[config.mk]
export PLATFORM = sky130hd
export DESIGN_NAME = next_fit_index_allocator_core_flat
export DESIGN_NICKNAME = d
export VERILOG_FILES = /design/src/rtl/nfia_pkg.sv /design/src/rtl/nfia_if.sv /design/src/rtl/next_fit_index_allocator_core.sv /design/src/rtl/nfia_ram.sv /design/src/flat_wrapper.sv
export SDC_FILE = /design/constraint.sdc
export NUM_CORES = 1
export LEC_CHECK = 0
export BUFFER_PORTS_ARGS = -buffer_cell sky130_fd_sc_hd__buf_2
export CAP_MARGIN = 30
export CORE_UTILIZATION = 42
export CTS_CLUSTER_SIZE = 12
export DETAILED_ROUTE_END_ITERATION = 6
export GPL_ROUTABILITY_DRIVEN = 0
export PLACE_DENSITY = 0.72
export SYNTH_ARGS = -nofsm -noshare
export SYNTH_HDL_FRONTEND = slang
export SYNTH_SLANG_ARGS = --single-unit
[constraint.sdc]
create_clock -name clock -period 7.25 [get_ports clock]
set_input_delay 2.175 -clock clock [delete_from_list [all_inputs] [get_ports clock]]
set_output_delay 2.175 -clock clock [all_outputs]
set_load 0.05 [all_outputs]
[src/rtl/nfia_pkg.sv]
`timescale 1ns / 1ps
`default_nettype none

package nfia_pkg;

   // Geometry of one word of the used map.
   localparam int WORD_W = 32;
   localparam int BIT_W  = 5;

   // Field widths.
   localparam int ID_W     = 24;
   localparam int COUNT_W  = 9;
   localparam int STATUS_W = 2;
   localparam int CSR_IDX_W = 1;

   // Request kinds.
   localparam logic KIND_ALLOC = 1'b0;
   localparam logic KIND_FREE  = 1'b1;

   // Response status codes.
   localparam logic [STATUS_W-1:0] STATUS_DONE  = 2'd0;
   localparam logic [STATUS_W-1:0] STATUS_FULL  = 2'd1;
   localparam logic [STATUS_W-1:0] STATUS_RANGE = 2'd2;

   // Configuration register indexes.
   localparam logic [CSR_IDX_W-1:0] REG_INDEX_BASE  = 1'd0;
   localparam logic [CSR_IDX_W-1:0] REG_INDEX_COUNT = 1'd1;

   typedef enum logic [2:0] {
      S_CLEAR,
      S_IDLE,
      S_SCAN,
      S_FREE,
      S_DONE
   } state_type;

   typedef struct packed {
      logic             found;
      logic [BIT_W-1:0] pos;
   } bit_hit_type;

   // Lowest set bit of a map word.
   function automatic bit_hit_type first_set(input logic [WORD_W-1:0] vec);
      bit_hit_type hit;
      hit.found = 1'b0;
      hit.pos   = '0;
      for (int i = WORD_W - 1; i >= 0; i--) begin
         if (vec[i]) begin
            hit.found = 1'b1;
            hit.pos   = BIT_W'(i);
         end
      end
      return hit;
   endfunction

endpackage

`default_nettype wire

[src/rtl/nfia_if.sv]
`timescale 1ns / 1ps
`default_nettype none

// Request channel.
interface nfia_req_if import nfia_pkg::*; ();
   logic            valid;
   logic            ready;
   logic            kind;
   logic [ID_W-1:0] index;

   modport source (output valid, output kind, output index, input ready);
   modport sink   (input valid, input kind, input index, output ready);
endinterface

// Response channel.
interface nfia_rsp_if import nfia_pkg::*; ();
   logic                valid;
   logic                ready;
   logic [STATUS_W-1:0] status;
   logic [ID_W-1:0]     granted_index;

   modport source (output valid, output status, output granted_index, input ready);
   modport sink   (input valid, input status, input granted_index, output ready);
endinterface

`default_nettype wire

[src/rtl/next_fit_index_allocator_core.sv]
`timescale 1ns / 1ps
`default_nettype none

// Next-fit identifier allocator.
// A word on the req channel either asks for a new identifier (kind 0) or
// returns one (kind 1, identifier in index). Each request produces exactly
// one word on the rsp channel carrying a status and, for a successful
// allocate, the granted identifier. Slot s of the used map stands for
// identifier csr base + s; the csr count limits how many slots are live.
// The used map lives in a RAM of 32-bit words, W = ceil(SLOT_COUNT / 32).
// An allocate reads one map word per cycle starting at the word of the last
// granted slot, then wraps once to word 0, reading k words in all, with k
// between 1 and 2 * W (k is at most 8 for a full 256-slot map without the
// wrap, 16 with it). A free reads the word of the returned slot and writes
// it back with that bit cleared; a request rejected up front goes straight
// to the finishing state. The block handles one request at a time; req.ready
// rises as the response moves into the output register.
// After reset a clearing pass writes zero to every map word, during which
// no request is accepted; csr writes are always taken.
// If the receiver stalls, the response holds in the output register and a
// finished request waits in the sequencer, so no new request is taken.

module next_fit_index_allocator_core import nfia_pkg::*; #(
   parameter int SLOT_COUNT = 256
) (
   input  wire logic                 clock,
   input  wire logic                 reset,
   nfia_req_if.sink                  req,
   nfia_rsp_if.source                rsp,
   input  wire logic                 csr_wr_en,
   input  wire logic [CSR_IDX_W-1:0] csr_index,
   input  wire logic [ID_W-1:0]      csr_wr_data
);

   localparam int WORDS  = (SLOT_COUNT + WORD_W - 1) / WORD_W;
   localparam int AW     = (WORDS > 1) ? $clog2(WORDS) : 1;
   localparam int XW     = AW + BIT_W;                       // word and bit of a slot
   localparam int SW     = $clog2(SLOT_COUNT);               // stored slot number
   localparam int NW     = $clog2(SLOT_COUNT + 1);           // live slot count
   localparam int CW     = (NW > COUNT_W) ? NW : COUNT_W;    // count compare width

   state_type state_ff, state_in;

   logic [ID_W-1:0]     base_ff;
   logic [COUNT_W-1:0]  count_ff;
   logic [SW-1:0]       start_ff, start_in;
   logic [AW-1:0]       clr_ff, clr_in;
   logic [AW-1:0]       cur_ff, cur_in;
   logic                phase_ff, phase_in;
   logic [BIT_W-1:0]    bit_ff, bit_in;
   logic [STATUS_W-1:0] pend_status_ff, pend_status_in;
   logic [ID_W-1:0]     pend_granted_ff, pend_granted_in;
   logic                rsp_valid_ff, rsp_valid_in;
   logic [STATUS_W-1:0] rsp_status_ff, rsp_status_in;
   logic [ID_W-1:0]     rsp_granted_ff, rsp_granted_in;

   logic              ram_we;
   logic [AW-1:0]     ram_waddr;
   logic [WORD_W-1:0] ram_wdata;
   logic              ram_re;
   logic [AW-1:0]     ram_raddr;
   logic [WORD_W-1:0] ram_rdata;

   // The live slot count is the count register clamped to the number of built slots.
   logic [CW-1:0]     count_ext;
   logic [NW-1:0]     live_n;
   logic [XW-1:0]     last_slot;
   logic [AW-1:0]     last_word;
   logic [BIT_W-1:0]  last_bit;
   logic [XW-1:0]     start_slot;
   logic [AW-1:0]     start_word;
   logic [BIT_W-1:0]  start_bit;
   logic              start_live;
   logic [ID_W-1:0]   free_off;
   logic              free_live;
   logic [XW-1:0]     free_slot;
   logic [WORD_W-1:0] lo_mask, hi_mask, cand;
   bit_hit_type       hit;
   logic              out_free;

   assign count_ext  = CW'(count_ff);
   assign live_n     = (count_ext > CW'(SLOT_COUNT)) ? NW'(SLOT_COUNT) : NW'(count_ext);
   assign last_slot  = XW'(live_n - NW'(1));
   assign last_word  = last_slot[XW-1:BIT_W];
   assign last_bit   = last_slot[BIT_W-1:0];
   assign start_slot = XW'(start_ff);
   assign start_word = start_slot[XW-1:BIT_W];
   assign start_bit  = start_slot[BIT_W-1:0];
   assign start_live = NW'(start_ff) < live_n;

   // Offset of a returned identifier, modulo the identifier space.
   assign free_off  = req.index - base_ff;
   assign free_live = free_off < ID_W'(live_n);
   assign free_slot = XW'(free_off);

   // Candidate free bits of the word now on the RAM read port. The first
   // pass excludes slots below the search start, and both passes exclude
   // slots at or above the live count.
   always_comb begin
      lo_mask = '1;
      hi_mask = '1;
      if (!phase_ff && cur_ff == start_word) begin
         lo_mask = {WORD_W{1'b1}} << start_bit;
      end
      if (cur_ff == last_word) begin
         hi_mask = {WORD_W{1'b1}} >> (BIT_W'(WORD_W - 1) - last_bit);
      end
      cand = ~ram_rdata & lo_mask & hi_mask;
      hit  = first_set(cand);
   end

   assign out_free = !rsp_valid_ff || rsp.ready;

   assign req.ready         = (state_ff == S_IDLE);
   assign rsp.valid         = rsp_valid_ff;
   assign rsp.status        = rsp_status_ff;
   assign rsp.granted_index = rsp_granted_ff;

   nfia_ram #(
      .WIDTH (WORD_W),
      .DEPTH (WORDS)
   ) u_map (
      .clock   (clock),
      .wr_en   (ram_we),
      .wr_addr (ram_waddr),
      .wr_data (ram_wdata),
      .rd_en   (ram_re),
      .rd_addr (ram_raddr),
      .rd_data (ram_rdata)
   );

   // Configuration registers.
   always_ff @(posedge clock) begin
      if (reset) begin
         base_ff  <= '0;
         count_ff <= COUNT_W'(256);
      end else if (csr_wr_en) begin
         unique case (csr_index)
            REG_INDEX_BASE:  base_ff  <= csr_wr_data;
            REG_INDEX_COUNT: count_ff <= csr_wr_data[COUNT_W-1:0];
            default: ;
         endcase
      end
   end

   always_ff @(posedge clock) begin
      if (reset) begin
         state_ff     <= S_CLEAR;
         clr_ff       <= '0;
         start_ff     <= '0;
         rsp_valid_ff <= 1'b0;
      end else begin
         state_ff     <= state_in;
         clr_ff       <= clr_in;
         start_ff     <= start_in;
         rsp_valid_ff <= rsp_valid_in;
      end
   end

   always_ff @(posedge clock) begin
      cur_ff          <= cur_in;
      phase_ff        <= phase_in;
      bit_ff          <= bit_in;
      pend_status_ff  <= pend_status_in;
      pend_granted_ff <= pend_granted_in;
      rsp_status_ff   <= rsp_status_in;
      rsp_granted_ff  <= rsp_granted_in;
   end

   // Sequencer.
   always_comb begin
      state_in        = state_ff;
      clr_in          = clr_ff;
      start_in        = start_ff;
      cur_in          = cur_ff;
      phase_in        = phase_ff;
      bit_in          = bit_ff;
      pend_status_in  = pend_status_ff;
      pend_granted_in = pend_granted_ff;
      rsp_valid_in    = rsp_valid_ff && !rsp.ready;
      rsp_status_in   = rsp_status_ff;
      rsp_granted_in  = rsp_granted_ff;
      ram_we          = 1'b0;
      ram_waddr       = cur_ff;
      ram_wdata       = '0;
      ram_re          = 1'b0;
      ram_raddr       = cur_ff;

      unique case (state_ff)
         S_CLEAR: begin
            ram_we    = 1'b1;
            ram_waddr = clr_ff;
            clr_in    = clr_ff + AW'(1);
            if (clr_ff == AW'(WORDS - 1)) begin
               state_in = S_IDLE;
            end
         end

         S_IDLE: begin
            if (req.valid) begin
               pend_granted_in = '0;
               if (req.kind == KIND_ALLOC) begin
                  if (live_n == '0) begin
                     pend_status_in = STATUS_FULL;
                     state_in       = S_DONE;
                  end else if (start_live) begin
                     cur_in    = start_word;
                     phase_in  = 1'b0;
                     ram_re    = 1'b1;
                     ram_raddr = start_word;
                     state_in  = S_SCAN;
                  end else begin
                     cur_in    = '0;
                     phase_in  = 1'b1;
                     ram_re    = 1'b1;
                     ram_raddr = '0;
                     state_in  = S_SCAN;
                  end
               end else begin
                  if (free_live) begin
                     cur_in    = free_slot[XW-1:BIT_W];
                     bit_in    = free_slot[BIT_W-1:0];
                     ram_re    = 1'b1;
                     ram_raddr = free_slot[XW-1:BIT_W];
                     state_in  = S_FREE;
                  end else begin
                     pend_status_in = STATUS_RANGE;
                     state_in       = S_DONE;
                  end
               end
            end
         end

         S_SCAN: begin
            if (hit.found) begin
               ram_we          = 1'b1;
               ram_wdata       = ram_rdata | (WORD_W'(1) << hit.pos);
               start_in        = SW'({cur_ff, hit.pos});
               pend_status_in  = STATUS_DONE;
               pend_granted_in = base_ff + ID_W'({cur_ff, hit.pos});
               state_in        = S_DONE;
            end else if (cur_ff == last_word) begin
               if (!phase_ff) begin
                  // Nothing at or after the search start: wrap to slot zero.
                  cur_in    = '0;
                  phase_in  = 1'b1;
                  ram_re    = 1'b1;
                  ram_raddr = '0;
               end else begin
                  pend_status_in = STATUS_FULL;
                  state_in       = S_DONE;
               end
            end else begin
               cur_in    = cur_ff + AW'(1);
               ram_re    = 1'b1;
               ram_raddr = cur_ff + AW'(1);
            end
         end

         S_FREE: begin
            ram_we          = 1'b1;
            ram_wdata       = ram_rdata & ~(WORD_W'(1) << bit_ff);
            pend_status_in  = STATUS_DONE;
            pend_granted_in = '0;
            state_in        = S_DONE;
         end

         S_DONE: begin
            if (out_free) begin
               rsp_valid_in   = 1'b1;
               rsp_status_in  = pend_status_ff;
               rsp_granted_in = pend_granted_ff;
               state_in       = S_IDLE;
            end
         end

         default: begin
            state_in = S_IDLE;
         end
      endcase
   end

   // A response other than a successful allocate never carries an identifier.
   a_granted_zero: assert property (@(posedge clock) disable iff (reset)
      rsp.valid && rsp.status != STATUS_DONE |-> rsp.granted_index == '0)
      else $error("failed response carries a granted identifier");

   // The scan never reads a map word beyond the live count.
   a_scan_bound: assert property (@(posedge clock) disable iff (reset)
      state_ff == S_SCAN |-> cur_ff <= last_word)
      else $error("scan pointer beyond the last live word");

   // Only the three defined status codes reach the output.
   a_status_code: assert property (@(posedge clock) disable iff (reset)
      rsp.valid |-> (rsp.status == STATUS_DONE || rsp.status == STATUS_FULL ||
                     rsp.status == STATUS_RANGE))
      else $error("undefined status code on the response");

   // A new response is loaded only from the finishing state.
   a_load_from_done: assert property (@(posedge clock) disable iff (reset)
      $rose(rsp_valid_ff) |-> $past(state_ff) == S_DONE)
      else $error("response raised outside the finishing state");

endmodule

`default_nettype wire

[src/rtl/nfia_ram.sv]
`timescale 1ns / 1ps
`default_nettype none

module nfia_ram #(
   parameter  int WIDTH  = 32,
   parameter  int DEPTH  = 8,
   localparam int ADDR_W = (DEPTH > 1) ? $clog2(DEPTH) : 1
) (
   input  wire logic              clock,
   input  wire logic              wr_en,
   input  wire logic [ADDR_W-1:0] wr_addr,
   input  wire logic [WIDTH-1:0]  wr_data,
   input  wire logic              rd_en,
   input  wire logic [ADDR_W-1:0] rd_addr,
   output      logic [WIDTH-1:0]  rd_data
);

   logic [WIDTH-1:0] mem_ff [DEPTH];

   always_ff @(posedge clock) begin
      if (wr_en) begin
         mem_ff[wr_addr] <= wr_data;
      end
      if (rd_en) begin
         rd_data <= mem_ff[rd_addr];
      end
   end

endmodule

`default_nettype wire
[src/flat_wrapper.sv]
// flat-port wrapper written by rule: the top's interface ports become plain ports
module next_fit_index_allocator_core_flat import nfia_pkg::*;
#(
   parameter int SLOT_COUNT = 256
)
  (clock, reset, csr_wr_en, csr_index, csr_wr_data, req_valid, req_kind, req_index, req_ready, rsp_valid, rsp_status, rsp_granted_index, rsp_ready);
  nfia_req_if req_i ();
  nfia_rsp_if rsp_i ();
  input  wire logic clock;
  input  wire logic reset;
  input  wire logic csr_wr_en;
  input  wire logic [CSR_IDX_W-1:0] csr_index;
  input  wire logic [ID_W-1:0] csr_wr_data;
  input wire logic [$bits(req_i.valid)-1:0] req_valid;
  input wire logic [$bits(req_i.kind)-1:0] req_kind;
  input wire logic [$bits(req_i.index)-1:0] req_index;
  output wire logic [$bits(req_i.ready)-1:0] req_ready;
  output wire logic [$bits(rsp_i.valid)-1:0] rsp_valid;
  output wire logic [$bits(rsp_i.status)-1:0] rsp_status;
  output wire logic [$bits(rsp_i.granted_index)-1:0] rsp_granted_index;
  input wire logic [$bits(rsp_i.ready)-1:0] rsp_ready;
  assign req_i.valid = req_valid;
  assign req_i.kind = req_kind;
  assign req_i.index = req_index;
  assign req_ready = req_i.ready;
  assign rsp_valid = rsp_i.valid;
  assign rsp_status = rsp_i.status;
  assign rsp_granted_index = rsp_i.granted_index;
  assign rsp_i.ready = rsp_ready;
  next_fit_index_allocator_core #(.SLOT_COUNT(SLOT_COUNT)) u_core (.clock(clock), .reset(reset), .req(req_i), .rsp(rsp_i), .csr_wr_en(csr_wr_en), .csr_index(csr_index), .csr_wr_data(csr_wr_data));
endmodule
# After elaboration in Yosys (flattened, before gate mapping)

Memories as Yosys holds them, arrays and structs flattened. A register that Yosys moved wholly into a read port is not among the register bits.
Cells that the tools add are included.

Flip-flop bits (word level): 109
RAM bits: 256
Input port bits: 55
Output and inout port bits: 28
Word-level logic and storage cells: 162
Memories kept: 1

Add/sub/neg operators: 6
Order comparisons: 3
Equality and inequality tests: 19
Shifts and indexed selects: 4
Multiplexer cells: 89
Bitwise gates (word level): 7
Reduce and logical (&&, ||, !) cells: 20

Memory list:

| name                | depth | bits a word | rd ports | clocked after Yosys merged registers in | wr ports | line           | RTL |
|---|---|---|---|---|---|---|---|
| u_core.u_map.mem_ff | 8     | 32          | 1        | 1                                       | 1        | nfia_ram.sv:18 | `logic [WIDTH-1:0] mem_ff [DEPTH];` |

Operators with widths:

| operator              | count |
|---|---|
| $mux 6                | 32 |
| $and 32x32->32        | 3 |
| $mux 32               | 3 |
| $pmux 24 s3           | 1 |
| $not 32->32           | 2 |
| $pmux 32 s2           | 1 |
| $shl 1x5->32 const A  | 2 |
| $mux 3                | 18 |
| $mux 24               | 2 |
| $or 32x32->32         | 1 |
| $shl 32x5->32 const A | 1 |
| $shr 32x5->32 const A | 1 |
| $add 24x8->24         | 1 |
| $lt 24x9->1           | 1 |
| $sub 24x24->24        | 1 |
| $mux 1                | 18 |
| $pmux 3 s5            | 1 |
| $mux 2                | 7 |
| $reduce_and 6->1      | 2 |
| $gt 9x9->1 const B    | 1 |
| $logic_not 9->1       | 1 |
| $lt 8x9->1            | 1 |
| $mux 9                | 1 |
| $ne 2x1->1 const B    | 4 |
| 26 further kinds      | 42 |

# Longest topological paths before layout

Gate-level depths: netlist of run 1.

Word-level depth: 43
Mapped depth: 28
Mapped depth without buffers: 26

# By module

From an unflattened synthesis of run 1, not the netlist that was laid out.

Cells, all modules: 1636
Area total of the unflattened synthesis: 20394.6 um^2

Modules (own cells, without submodules):

| module                        | instances | cells each | area an instance (um^2) | sequential area each (um^2) |
|---|---|---|---|---|
| nfia_ram                      | 1         | 415        | 10786.6                 | 8648.3 |
| next_fit_index_allocator_core | 1         | 1221       | 9608.0                  | 2762.6 |

# Worst setup path after synthesis of run 1

Ideal clock, no wire load.

Kind: input-to-reg
From: in req_index[0]
To: reg u_core.u_map.rd_data[0] (read register of u_core.u_map.mem_ff) (enable)
Library setup time: 429 ps
Data arrival time: 7059 ps
Data required time: 6821 ps
Setup slack: -238 ps
Cell stages on the path: 19
Buffers on the path: 0
Cell sequence: inv_1 ha_1 inv_1 fa_1 a211oi_1 o21ai_0 a31oi_1 xnor2_1 ha_1 nand4_1 o32ai_1 a221o_1 nor4_1 o2111a_1 nand4_1 nor4_4 nand2_1 and2_1 o21bai_1

Cells in the longest elaborated chain, start to end: 6
Elaborated cells on any way between the ends: 10
Those cells by class: add/sub: 1; order compare: 1; mux: 8

Ends and longest elaborated chain:

| element            | line                                 | RTL |
|---|---|---|
| start: declaration | flat_wrapper.sv:16                   | `input wire logic [$bits(req_i.index)-1:0] req_index;` |
| $sub 24x24->24     | next_fit_index_allocator_core.sv:92  | `assign free_off = req.index - base_ff;` |
| $lt 24x9->1        | next_fit_index_allocator_core.sv:93  | `assign free_live = free_off < ID_W'(live_n);` |
| $mux 1             | next_fit_index_allocator_core.sv:220 | `if (free_live) begin` |
| $mux 1             | next_fit_index_allocator_core.sv:202 | `if (req.kind == KIND_ALLOC) begin` |
| $mux 1             | next_fit_index_allocator_core.sv:200 | `if (req.valid) begin` |
| $pmux 1 s2         | next_fit_index_allocator_core.sv:189 | `unique case (state_ff)` |
| net u_core.ram_re  | next_fit_index_allocator_core.sv:60  | `logic ram_re;` |
| end: declaration   | nfia_ram.sv:15                       | `output logic [WIDTH-1:0] rd_data` |

The timed path passes the listed nets, and every way through them passes these cells.
A chain may end at the register's enable or synchronous reset.

# Worst setup path after layout of run 1

From: in req_index[0]
To: reg u_core.u_map.rd_data[26] (read register of u_core.u_map.mem_ff) (data pin)

Cells in the longest elaborated chain, start to end: 6
Elaborated cells on any way between the ends: 10
Those cells by class: add/sub: 1; order compare: 1; mux: 8

Ends and longest elaborated chain:

| element                                         | line |
|---|---|
| $sub 24x24->24 *                                | next_fit_index_allocator_core.sv:92 |
| $lt 24x9->1                                     | next_fit_index_allocator_core.sv:93 |
| $mux 3 / $mux 1 (equally long branches)         | -- |
| $mux 3 / $mux 1 (equally long branches)         | next_fit_index_allocator_core.sv:202 |
| $mux 3 / $mux 1 (equally long branches)         | next_fit_index_allocator_core.sv:200 |
| $pmux 3 s2 / $pmux 1 s2 (equally long branches) | next_fit_index_allocator_core.sv:189 |

Every way passes the cells marked *; elsewhere a longest branch is shown, timed or not.

==> metrics.cfg, run 1 <==
[logic_synthesis]
ys_warn_count=0
syn-num-nets=2112
synth_ff_type=edfxtp_1
netlist_area_um2=21100
async_flop_share=0
yosysSeqAreaShare=0.542
syn_area_per_cell_um2=10.5
synth_cells=2003
synthDistinctLibCells=92
synth-seq-cells=397
synth_edf_count=346

[clock_tree]
cts_buffers=43
holdBufCountCts=0
cts_htree_levels=2
cts_tree=yes
clk_pin_slew_ps=60
clockBufferDepth=3
cts_root_buffer=clkbuf_16
post_cts_resized=0
cts_setup_buffers=0
insertion_delay_ps=580
clock_sinks=397

[finish]
final_common_cell=edfxtp_1
antenna_cells=0
layout_common_cells=346 x edfxtp_1, 214 x o21ai_0, 151 x a21oi_1
fin_util=0.486
finalNetCount=2174
final_area_um2=23900
area_growth_syn_to_layout_pct=13.4
drive_gt1_frac=0.129

[worst_setup_path]
required_ps=7680
cpMostUsedCell=nand4_1
crit_type=primary input to flip-flop
cp-start-kind=primary input
critical_path.cell_chain=buf_2 -> inv_1 -> ha_1 -> inv_1 -> fa_1 -> a211oi_1 -> o21ai_0 -> a31oi_1 -> xnor2_1 -> ha_1 -> nand4_1 -> o32ai_1 -> a221o_1 -> nor4_1 -> o2111a_1 -> nand4_1 -> nor4_4 -> mux2_1 -> a211oi_4 -> buf_12 -> buf_12 -> o21ai_0 -> a211o_1 -> nand4_1
critical_path.top_delay_family=compound AO/OA/AOI/OAI gates
slowest_delay_ps=420
critical_path_buf_inv_count=5
r2r_start=u_core.count_ext[8]$_SDFFE_PP1P_
path_max_fanout=35
worst-r2r-cell-count=20
cp-end-kind=flip-flop
cp_data_arrival_time_ps=7200
crit-reg2reg-capture=u_core.pend_granted_ff[17]$_SDFFCE_PN0P_
r2r_slack_ps=860
crit_slowest_cell=fa_1

[floorplan]
die_height_um=226
core_area_um2=49200
die_w_um=226
num_rows=81
ios=83
die_area_um2=51000
start_util=0.428

[route]
vias=17700
drcViolationCount=0
drt_iter0_markers=2267
dr.pass1.iters=6
ant_nets=0
wire_per_inst_um=22.8
routed_wl_um=62800
viasPerCell=6.43

[power_and_ir_drop]
vdd_drop_max_uv=184
power_density_nw_per_um2=267
total_leakage_power_nw=8.38

[sta]
slew_headroom=0.239
whs_ps=418
fmax_ghz=0.148
slew_violations=0
fin_skew_ps=24.5
fin_crit_ps=6770
hold_violations=0
fin_tns_setup_ps=0
layout_setup_ws_ps=478
final-setup-viol-count=0
fin_crit_sh=0.934
tightest_slew_ps=1130
grt_setup_unrepaired=no

[grt]
grt_pass1_wl_um=96700
antenna_found_initial=0
gr-total-overflow=0
grt_use_total=0.244
grt_max_degree=63
grt_pass1_vias=17000

[placement]
placed_area_um2=22600
io_buffers=82
dp_hpwl_um=40200
pre_cts_slack_ps=-60.3

[hold_path]
min_path_cells=0
hold_path_end=u_core.rsp.status[1]$_DFFE_PP_
hp-start=u_core.pend_status_ff[1]$_DFFE_PP_
hp-class=flip-flop to flip-flop

[run_status]
status=completed

[job]
cap_violations=0

==> worst max-delay path by stage <==
stage	slack, ps	cells after the start	from	end
detailed placement	-60	24	req_index[0]	u_core.u_map.rd_data[14]$_DFFE_PP_
CTS	480	24	req_index[0]	u_core.u_map.rd_data[21]$_DFFE_PP_
finish	480	24	req_index[0]	u_core.u_map.rd_data[26]$_DFFE_PP_
global route	140	24	req_index[0]	u_core.u_map.rd_data[31]$_DFFE_PP_
global placement	-10	24	req_index[0]	u_core.u_map.rd_data[31]$_DFFE_PP_
floorplan	100	23	req_index[0]	u_core.u_map.rd_data[30]$_DFFE_PP_
==> cells in the mapped netlist (all sizes together) (20+ instances only) <==
| master | instances | area share |
|---|---|---|
| edfxtp | 346 | 0.49 |
| clkbuf | 104 | 0.019 |
| or3 | 20 | 0.0062 |
| inv | 56 | 0.010 |
| nand3 | 148 | 0.035 |
| a21oi | 154 | 0.037 |
| ha | 52 | 0.031 |
| a31oi | 21 | 0.0062 |
| a2111o | 31 | 0.017 |
| nand4 | 43 | 0.013 |
| a211o | 98 | 0.041 |
| buf | 41 | 0.011 |
| dfxtp | 51 | 0.048 |
| nand2b | 22 | 0.0065 |
| nor3 | 32 | 0.0084 |
| nand2 | 144 | 0.026 |
| nor2 | 105 | 0.019 |
| o21ai | 239 | 0.057 |
==> sequential cells by signal, indices dropped and copies added (netlist names) <==
signal,flops
u_core.cur_ff,3
u_core.count_ext,9
u_core.rsp.valid,1
u_core.clr_ff,3
u_core.bit_ff,5
u_core.start_ff,8
u_core.rsp.granted_index,24
u_core.phase_ff,1
u_core.pend_granted_ff,24
u_core.base_ff,24
u_core.u_map.mem_ff,256
u_core.rsp.status,2
u_core.pend_status_ff,2
u_core.u_map.rd_data,32
u_core.state_ff,3
==> final cells by class <==
type                    instances  area (µm²)
clock inverters                18         128
inverters                      58         219
repair buffers                162        1230
fillers                      4326       25300
well taps                     664         831
flip-flops and latches        397       11400
multi-input cells            1403        8930
clock buffers                  54        1120
==> per-stage QoR <==
step	power, mW	cells
floorplan	3.83	2003
global placement	4.33	2675
detailed placement	4.38	2677
CTS	6.37	2749
global route	6.62	2756
finish	6.38	2756
==> cells by family (layout without fill, tap and decap cells) <==
family | count (synthesis) | count (layout) | share of synthesized area
compound gates | 706 | 706 | 0.223
xor+xnor | 19 | 19 | 0.00790
fa+ha+maj | 54 | 54 | 0.0328
buf+inv | 203 | 292 | 0.0396
flops | 397 | 397 | 0.542
mux | 14 | 14 | 0.00701
simple gates | 610 | 610 | 0.148
==> power breakdown <==
part           total [mW]  internal, mW  switching (mW)
sequential           2.72          2.64          0.0850
combinational        1.66         0.554            1.11
clock                2.00          1.13           0.874
total                6.38          4.32            2.07
==> metal layers <==
layer,vias up,GRT usage,wire (µm)
met1,8564,0.320,24500
met5,-,0,0
li1,7853,-,-
met4,0,0.107,2500
met3,185,0.0502,6730
met2,1123,0.391,29100
==> worst reg2reg max path, delay by kind of cell (launching register included) <==
| kind | cells | cell delay [ps] |
|---|---|---|
| flops | 1 | 340 |
| compound gates | 6 | 1250 |
| simple gates | 10 | 3090 |
| fa+ha+maj | 3 | 1260 |
| buf+inv | 1 | 290 |
Note: power is estimated with default switching activity, not from simulation.
==> run 2: changes to the inputs <==
--- a/config.mk
+++ b/config.mk
@@ -11,7 +11,7 @@
 export CTS_CLUSTER_SIZE = 12
 export DETAILED_ROUTE_END_ITERATION = 6
 export GPL_ROUTABILITY_DRIVEN = 0
-export PLACE_DENSITY = 0.72
+export PLACE_DENSITY_LB_ADDON = 0.08
 export SYNTH_ARGS = -nofsm -noshare
 export SYNTH_HDL_FRONTEND = slang
 export SYNTH_SLANG_ARGS = --single-unit
==> run 2 against run 1 <==
Effect of this change:
- flip-flop and latch count did not move
- register-to-register slack got worse by 120 ps
- count of clock-buffer cells in the layout rose by 2
- core utilization rose by 0.46 points
- first-iteration DRC count fell by 32%
- setup slack got worse by 180 ps
- via count fell by 3.0%
- combinational power rose by 7%
- non-clock buffer count rose by 13
- critical endpoint is now u_core.u_map.rd_data[17]$_DFFE_PP_
- largest cell class unchanged
- highest routed layer unchanged
==> metrics.cfg, run 2 (synthesis results as in run 1) <==
[run_status]
status=completed  ; unchanged

[finish]
layout_common_cells=346 x edfxtp_1, 214 x o21ai_0, 151 x a21oi_1  ; unchanged
antenna_cells=0  ; unchanged
largest_reg_flops=256  ; unchanged
largest-register=u_core.u_map.mem_ff  ; unchanged
largestRegisters=u_core.u_map.mem_ff: 256 flops, u_core.u_map.rd_data: 32 flops  ; unchanged
finalNetCount=2187  ; was 2174
drive_gt1_frac=0.136  ; was 0.129
area_growth_syn_to_layout_pct=14.4  ; was 13.4%
instances_no_fill=2767  ; was 2756
fillerInstances=4463  ; was 4326
final_common_cell=edfxtp_1  ; unchanged

[power_and_ir_drop]
comb_power_share=0.273  ; was 0.260
power.share.sequential=0.414  ; was 0.426
pwr-share-clk=0.313  ; about the same
switching_share=0.326  ; was 0.324
power.switching_mw=2.12  ; was 2.07 mW
power_density_nw_per_um2=270  ; was 267 nW/µm²
p_int_mw=4.38  ; was 4.32 mW
total_leakage_power_nw=8.49  ; was 8.38 nW
vdd_drop_max_uv=197  ; was 184 µV

[sta]
fin_tns_setup_ps=0  ; unchanged
fin_skew_ps=33.1  ; was 24.5 ps
slew_headroom=0.264  ; was 0.239
fin_crit_sh=0.959  ; was 0.934
grt_setup_unrepaired=no  ; unchanged
fin_crit_ps=6960  ; was 6770 ps
tightest_slew_ps=1090  ; was 1130 ps
fmax_ghz=0.144  ; was 0.148 GHz
hold_violations=0  ; unchanged
slew_violations=0  ; unchanged
final-setup-viol-count=0  ; unchanged

[worst_setup_path]
required_ps=7680  ; about the same
cp-end-kind=flip-flop  ; unchanged
crit_type=primary input to flip-flop  ; unchanged
path_max_fanout=20  ; was 35
r2r_slack_ps=740  ; was 860 ps
cp-start-kind=primary input  ; unchanged
worst-r2r-cell-count=24  ; was 20
r2r_start=u_core.count_ext[1]$_SDFFE_PP0P_  ; was u_core.count_ext[8]$_SDFFE_PP1P_
crit-reg2reg-capture=u_core.pend_granted_ff[18]$_SDFFCE_PN0P_  ; was u_core.pend_granted_ff[17]$_SDFFCE_PN0P_
cp_data_arrival_time_ps=7380  ; was 7200 ps

[clock_tree]
cts_setup_buffers=0  ; unchanged
clk_pin_slew_ps=60  ; about the same
cts_root_buffer=clkbuf_16  ; unchanged
cts_tree=yes  ; unchanged
insertion_delay_ps=590  ; was 580 ps
post_cts_resized=0  ; unchanged
cts_buffers=43  ; unchanged
clockBufferDepth=3  ; unchanged
holdBufCountCts=0  ; unchanged
cts_htree_levels=2  ; unchanged
clock_sinks=397  ; unchanged

[floorplan]
ios=83  ; unchanged
die_w_um=226  ; unchanged
die_height_um=226  ; unchanged
start_util=0.428  ; unchanged
die_area_um2=51000  ; unchanged
num_rows=81  ; unchanged
core_area_um2=49200  ; unchanged

[route]
vias=17200  ; was 17700
drt_iter0_markers=1537  ; was 2267
drcViolationCount=0  ; unchanged
dr.pass1.iters=6  ; unchanged
ant_nets=0  ; unchanged
wire_per_inst_um=24.5  ; was 22.8 µm
routed_wl_um=67800  ; was 62800 µm
viasPerCell=6.22  ; was 6.43

[job]
cap_violations=0  ; unchanged

[hold_path]
min_path_cells=0  ; unchanged
hp-class=flip-flop to flip-flop  ; unchanged
hp-start=u_core.pend_granted_ff[11]$_SDFFCE_PN0P_  ; was u_core.pend_status_ff[1]$_DFFE_PP_
hold_path_end=u_core.rsp.granted_index[11]$_DFFE_PP_  ; was u_core.rsp.status[1]$_DFFE_PP_

[grt]
antenna_found_initial=0  ; unchanged
grt_use_total=0.269  ; was 0.244
grt_max_degree=73  ; was 63
gr-total-overflow=0  ; unchanged
grt_pass1_vias=16600  ; was 17000
grt_pass1_wl_um=103000  ; was 96700 µm

[placement]
dp.cells=2695  ; was 2677
io_buffers=82  ; unchanged
dp_hpwl_um=43900  ; was 40200 µm

-- run 2: how the worst max path moves through the flow --
stage,start,to,slack (ps),depth (start not counted)
2_1_floorplan,req_index[0],u_core.u_map.rd_data[30]$_DFFE_PP_,100,23
3_3_place_gp,req_index[0],u_core.u_map.rd_data[31]$_DFFE_PP_,-70,24
3_5_place_dp,req_index[0],u_core.u_map.rd_data[29]$_DFFE_PP_,-130,25
4_1_cts,req_index[0],u_core.u_map.rd_data[17]$_DFFE_PP_,400,25
5_1_grt,req_index[0],u_core.u_map.rd_data[17]$_DFFE_PP_,5,25
6_report,req_index[0],u_core.u_map.rd_data[17]$_DFFE_PP_,290,25
-- run 2: critical path: stages --
cell,delay (ps)
buf_2,110
inv_1,60
ha_1,160
inv_1,60
fa_1,420
a211oi_1,340
o21ai_0,210
a31oi_1,260
xnor2_1,150
ha_1,270
nand4_1,150
o32ai_1,100
a221o_1,280
nor4_1,170
o2111a_1,220
nand4_1,150
nor4_4,310
buf_4,180
mux2_1,400
a211oi_4,280
buf_12,210
buf_12,170
o21ai_0,130
a211o_1,330
nand4_1,100
-- run 2: layout make-up --
class | instances | area [µm²] | share of cell area
timing repair buffer | 175 | 1420 | 0.0589
clock buffer | 56 | 1130 | 0.0471
sequential | 397 | 11400 | 0.474
tap | 664 | 831 | 0.0345
multi-input combinational | 1403 | 8950 | 0.371
inverter | 58 | 219 | 0.00909
clock inverter | 14 | 134 | 0.00556
-- run 2: power groups by stage --
stage / Combinational, mW / Sequential [mW] / Clock [mW]
2_1_floorplan: 1.11 / 2.72 / 0
3_3_place_gp: 1.75 / 2.74 / 0
3_5_place_dp: 1.76 / 2.74 / 0
4_1_cts: 1.78 / 2.69 / 2.09
5_1_grt: 1.92 / 2.70 / 2.17
6_report: 1.77 / 2.69 / 2.04
-- run 2: stage by stage --
step / util / worst slack (ps) / instance area, µm² / total power, mW / hold slack (ps)
3_5_place_dp: 0.464 / -127 / 22800 / 4.50 / 405
2_1_floorplan: - / 95.4 / 21100 / 3.83 / 400
5_1_grt: 0.490 / 4.88 / 24100 / 6.79 / 421
4_1_cts: 0.490 / 397 / 24100 / 6.56 / 414
3_3_place_gp: 0.464 / -65.4 / 22800 / 4.49 / 402
6_report: 0.490 / 294 / 24100 / 6.50 / 415
-- run 2: per-layer routing --
layer | up-vias | global-route usage | part of all wire
met5 | - | 0 | 0
met4 | 0 | 0.0957 | 0.032
met3 | 128 | 0.0370 | 0.062
met2 | 634 | 0.450 | 0.48
met1 | 8530 | 0.355 | 0.42
li1 | 7907 | - | -
